## src/rtl/mabs_pkg.sv

```systemverilog
package mabs_pkg;

  // Item kinds on the input channel
  localparam logic [1:0] KIND_LOAD   = 2'd0;
  localparam logic [1:0] KIND_START  = 2'd1;
  localparam logic [1:0] KIND_STATUS = 2'd2;

  localparam int WORD_W = 16;
  localparam int SLOT_W = 5;
  localparam int BIT_W  = 4;

  typedef struct packed {
    logic [1:0]        kind;
    logic [SLOT_W-1:0] pattern_slot;
    logic [SLOT_W-1:0] word_slot;
    logic [WORD_W-1:0] data_word;
    logic [31:0]       selection_mask;
  } in_beat_t;

  typedef struct packed {
    logic [2:0] entry_slot;
    logic [8:0] alarm_number;
    logic       entry_empty;
    logic       last;
  } out_beat_t;

  // Item handed from the front stage to the emitter
  typedef struct packed {
    logic              is_start;
    logic [SLOT_W-1:0] word_idx;
    logic [WORD_W-1:0] data;
    logic              last_word;
  } stage_item_t;

endpackage

```

## src/rtl/mabs_emit.sv

```systemverilog
module mabs_emit #(
  parameter int MAX_HITS = 8
) (
  input  logic                        clk,
  input  logic                        rst,
  input  logic                        st_valid,
  input  mabs_pkg::stage_item_t       st_item,
  input  logic [mabs_pkg::WORD_W-1:0] st_pattern,
  output logic                        st_take,
  output logic                        out_valid,
  input  logic                        out_ready,
  output mabs_pkg::out_beat_t         out_data
);

  localparam int HW = $clog2(MAX_HITS + 1);

  logic                                busy;
  logic                                full;
  logic [HW-1:0]                       hits;
  logic [mabs_pkg::WORD_W-1:0]         mask;
  logic [mabs_pkg::SLOT_W-1:0]         widx;
  logic                                lastw;

  logic                                fire;
  logic [mabs_pkg::WORD_W-1:0]         low_onehot;
  logic [mabs_pkg::WORD_W-1:0]         mask_clr;
  logic [mabs_pkg::WORD_W-1:0]         both;
  logic [mabs_pkg::BIT_W-1:0]          bitpos;
  logic [HW-1:0]                       hits_inc;
  logic                                is_final;
  logic                                has_hit;

  assign st_take  = st_valid && !busy;
  assign fire     = busy && (!out_valid || out_ready);
  assign both     = st_pattern & st_item.data;
  assign has_hit  = mask != '0;
  assign hits_inc = hits + 1'b1;
  assign is_final = hits_inc == HW'(MAX_HITS);

  // Pick the lowest pending hit bit
  assign low_onehot = mask & (~mask + 1'b1);
  assign mask_clr   = mask & ~low_onehot;
  always_comb begin
    bitpos = '0;
    for (int b = 0; b < mabs_pkg::WORD_W; b++) begin
      bitpos = bitpos | (low_onehot[b] ? mabs_pkg::BIT_W'(b) : '0);
    end
  end

  // Load work, emit one entry a beat, hold the output register
  always_ff @(posedge clk) begin
    if (rst) begin
      busy      <= 1'b0;
      full      <= 1'b0;
      hits      <= '0;
      out_valid <= 1'b0;
    end else begin
      if (st_take) begin
        if (st_item.is_start) begin
          hits <= '0;
          full <= 1'b0;
        end else if (!full) begin
          mask  <= both;
          widx  <= st_item.word_idx;
          lastw <= st_item.last_word;
          busy  <= (both != '0) || st_item.last_word;
        end
      end

      if (fire) begin
        out_valid              <= 1'b1;
        out_data.entry_slot    <= 3'(hits);
        out_data.alarm_number  <= has_hit ? {widx, bitpos} : 9'd0;
        out_data.entry_empty   <= !has_hit;
        out_data.last          <= is_final;
        hits                   <= hits_inc;
        mask                   <= mask_clr;
        if (is_final) begin
          busy <= 1'b0;
          full <= 1'b1;
        end else if (has_hit && (mask_clr == '0) && !lastw) begin
          busy <= 1'b0;
        end
      end else if (out_ready) begin
        out_valid <= 1'b0;
      end
    end
  end

endmodule

```

## config.mk

```make
export PLATFORM = sky130hd
export DESIGN_NAME = mabs_emit
export DESIGN_NICKNAME = d
export VERILOG_FILES = /design/src/rtl/mabs_pkg.sv /design/src/rtl/mabs_emit.sv
export SDC_FILE = /design/constraint.sdc
export NUM_CORES = 1
export LEC_CHECK = 0
export BUFFER_PORTS_ARGS = -buffer_cell sky130_fd_sc_hd__buf_2
export CORE_ASPECT_RATIO = 0.75
export CORE_MARGIN = 4
export CORE_UTILIZATION = 55
export DETAILED_ROUTE_END_ITERATION = 16
export PLACE_DENSITY = 0.93
export SLEW_MARGIN = 5
export SYNTH_ARGS = -nofsm -noshare
export SYNTH_HDL_FRONTEND = slang
export SYNTH_SLANG_ARGS = --single-unit
```

## constraint.sdc

```tcl
create_clock -name clk -period 4.7 [get_ports clk]
set_input_delay 0.94 -clock clk [delete_from_list [all_inputs] [get_ports clk]]
set_output_delay 0.94 -clock clk [all_outputs]
set_load 0.05 [all_outputs]
```

==> run summary <==
GR Overflow Total - 0
Period utilization - 53.29%
Post-CTS repair timing setup buffer count - 0
CP Max Fanout - 4
Hold Path Stages - 2
Hold Vio Cnt, Final - 0
RR Endpoint - busy
DRC errors left - 0
Total Routing Usage GR - 18.64%
CP endpoint kind - output pin
DR pass1 iterations - 4
I/O pin count - 59
Worst EP arrival - 1560 ps
Max Clk Rate - 399.2 MHz
Overall Power - 803.3 uW
DP Wirelength - 3363 um
Clk network pwr share - 29.8%
Clock root cell - clkbuf_8
Clk_skew - 5.980 ps
Worst Path Required - 3760 ps
Reg2Reg Depth - 6
CP Class - in2out
Mapped Area - 0.002100 mm2
Flop2flop setup slack - 2610 ps
Share of cells above drive strength 1 - 28.30%
Maxcap violations - 0
WL final - 4408 um
TritonCTS clock tree - done
Fin crit period - 2505 ps
Post-synth EDFFs - 36
Syn nets - 248
Cells after Synth - 204
Int Pwr - 580.7 uW
Syn_area_per_cell - 10.29 um2
Initial antenna violation count - 0
Worst r2r src - mask[2]
Slew Viols, Final - 0
Die ar. - 0.004880 mm2
Pleak - 0.0009734 uW
Placed inst area - 0.002439 mm2
Skew-Pair Late Insertion Delay - 300 ps
Hold Path Class - reg2reg
Placed Instances - 309
Area growth syn-to-layout - 20.62%
Critical Path Slowest Stage Cell - buf_2
Slew at the pin closest to its max-slew limit - 1041 ps
Run status - finished clean
Die Y - 61.51 um
Setup crit start kind - input pin
CP startpoint - st_valid
CTS-repair resized insts - 0
Core Box Area - 0.003661 mm2
Vias in the first global route - 1465
Non-Filler Instances - 317
Post-synthesis sequential area ratio - 58.16%
GPL Wtd Cong - 0.8869
Clock sinks - 43
Syn. warnings - 0
First-pass GRT wire length - 6762 um
Count of input and output buffers - 58
Setup_tns - 0 ps
Antenna cells - 0
IR drop worst, VDD - 247.8 uV
Clk pin slew, worst setup/hold paths - 80 ps
Starting Density - 57.35%
Fill count - 294
Top FF cell, synth - edfxtp_1
CTS Buf Count - 5
Min-Delay Endpoint - full
Nets - 308
Ys async rst share - 0%
NetSw - 222.6 uW
Die X - 79.34 um
Row count - 19
Netlist cell types - 38
Flops & latches, synth - 43
Vias post-DR - 1786
Cts hold-fix bufs - 0
Mean routed wirelength per cell - 13.91 um
Largest net degree at the start of global routing - 27
Power Dens Cells - 317.2 mW/mm2
CTS max path bufs - 2
Via density per instance - 5.634
Max stage delay on crit path - 310 ps
Sw frac - 27.71%
H-tree levels - 2
Most used cell, CP - buf_2
Detailed Route Iter0 Violations - 195
Unrepaired setup endpoints after global routing - false
Hold wc startpoint - full
Antenna Nets Post-Route - 0
Critical path cell sequence - buf_2 > nor2b_1 > buf_2
Comb pwr share - 13.6%
Sequential power share - 56.6%
Post-layout instance area - 0.002532 mm2
Relative slew slack - 30.31%
Setup violators final - 0
-- area by class of cell --
type / count / area, um2 / area share (%)
clock buffers: 5 / 68.82 / 2.717
well taps: 52 / 65.06 / 2.569
repair buffers: 59 / 297.8 / 11.76
inverters: 5 / 18.77 / 0.7411
clock inverters: 3 / 25.02 / 0.9881
flip-flops and latches: 43 / 1221 / 48.22
multi-input cells: 150 / 835.8 / 33.00
-- worst max-delay path, delay by kind of cell --
kind	cells	cell delay, ps
buf+inv	2	390
simple gates	1	230
-- layer usage --
metal  routed length [um]  part of all wire, %  vias to the layer above  track usage [%]
met5                    0                    0                        -                0
met4                   52                  1.2                        0            6.618
met3                  383                  8.7                        7            4.386
met2                 1961                   44                       78            28.66
met1                 2010                   46                      819            26.35
li1                     -                    -                      882                -
-- power by group through the flow --
stage                     clock network (uW)  logic, uW  registers (uW)
final                                    240        109             455
after global routing                     260        121             457
after CTS                                243        109             454
after detailed placement                   0        109             463
after global placement                     0        105             462
after floorplan                            0       57.2             474
-- synth_stat cells (3+ instances only) --
cell	number	area [um2]
edfxtp_1	36	1081
nand2_1	28	105.1
nor2_1	23	86.33
o21ai_0	16	80.08
nand3_1	15	75.07
a21oi_1	11	55.05
dfxtp_1	7	140.1
and2_1	6	37.54
nor3_1	6	30.03
clkbuf_1	5	18.77
inv_1	5	18.77
o21ai_1	4	20.02
o22ai_1	4	25.02
a211oi_1	3	22.52
a22oi_1	3	22.52
nand4_1	3	18.77
-- cells in the final DEF (no fill, tap or decap), drive strengths merged, types with 2 or more instances in the layout --
master	instances
o22ai	4
nand4	4
nand2	29
nor4	3
a21oi	11
and2	6
nand2b	2
nor2	23
buf	59
a31oi	2
dfxtp	7
a22oi	3
clkbuf	5
a221o	2
nor2b	2
nor3b	2
edfxtp	36
a211oi	3
nand3	15
clkinv	2
o21ai	21
and3	2
nor3	6
inv	5
-- worst max-delay path by stage --
| stage | to | slack (ps) | depth (start not counted) |
|---|---|---|---|
| 6_report | st_take | 2200 | 3 |
| 5_1_grt | out_data[2] | 2080 | 4 |
| 4_1_cts | st_take | 2200 | 3 |
| 3_5_place_dp | out_data[8] | 1960 | 4 |
| 3_3_place_gp | out_data[7] | 2020 | 4 |
| 2_1_floorplan | mask[0] | 1700 | 4 |
-- cell families after synthesis --
kind of cell | Yosys count | synth area share (%)
DFF | 43 | 58.16
buffers and inverters | 11 | 2.026
and+or+nand+nor | 97 | 24.02
AOI/OAI and AO/OA | 50 | 14.36
adders and majority gates | 1 | 0.5959
xor gates and xnor gates | 2 | 0.8345
-- registers in the layout, summed over array words and instances (netlist names) --
register   count
mask          16
out_data      14
widx           5
hits           4
busy           1
full           1
lastw          1
out_valid      1
-- stage by stage --
step | worst slack (ps) | utilization (%) | hold WS (ps)
floorplan | 1698 | - | 436.0
global placement | 2023 | 66.61 | 446.7
detailed placement | 1964 | 66.61 | 451.3
CTS | 2200 | 69.17 | 464.2
global route | 2077 | 69.17 | 488.0
finish | 2195 | 69.17 | 460.7
No activity file was read; power rests on OpenSTA's default activity.
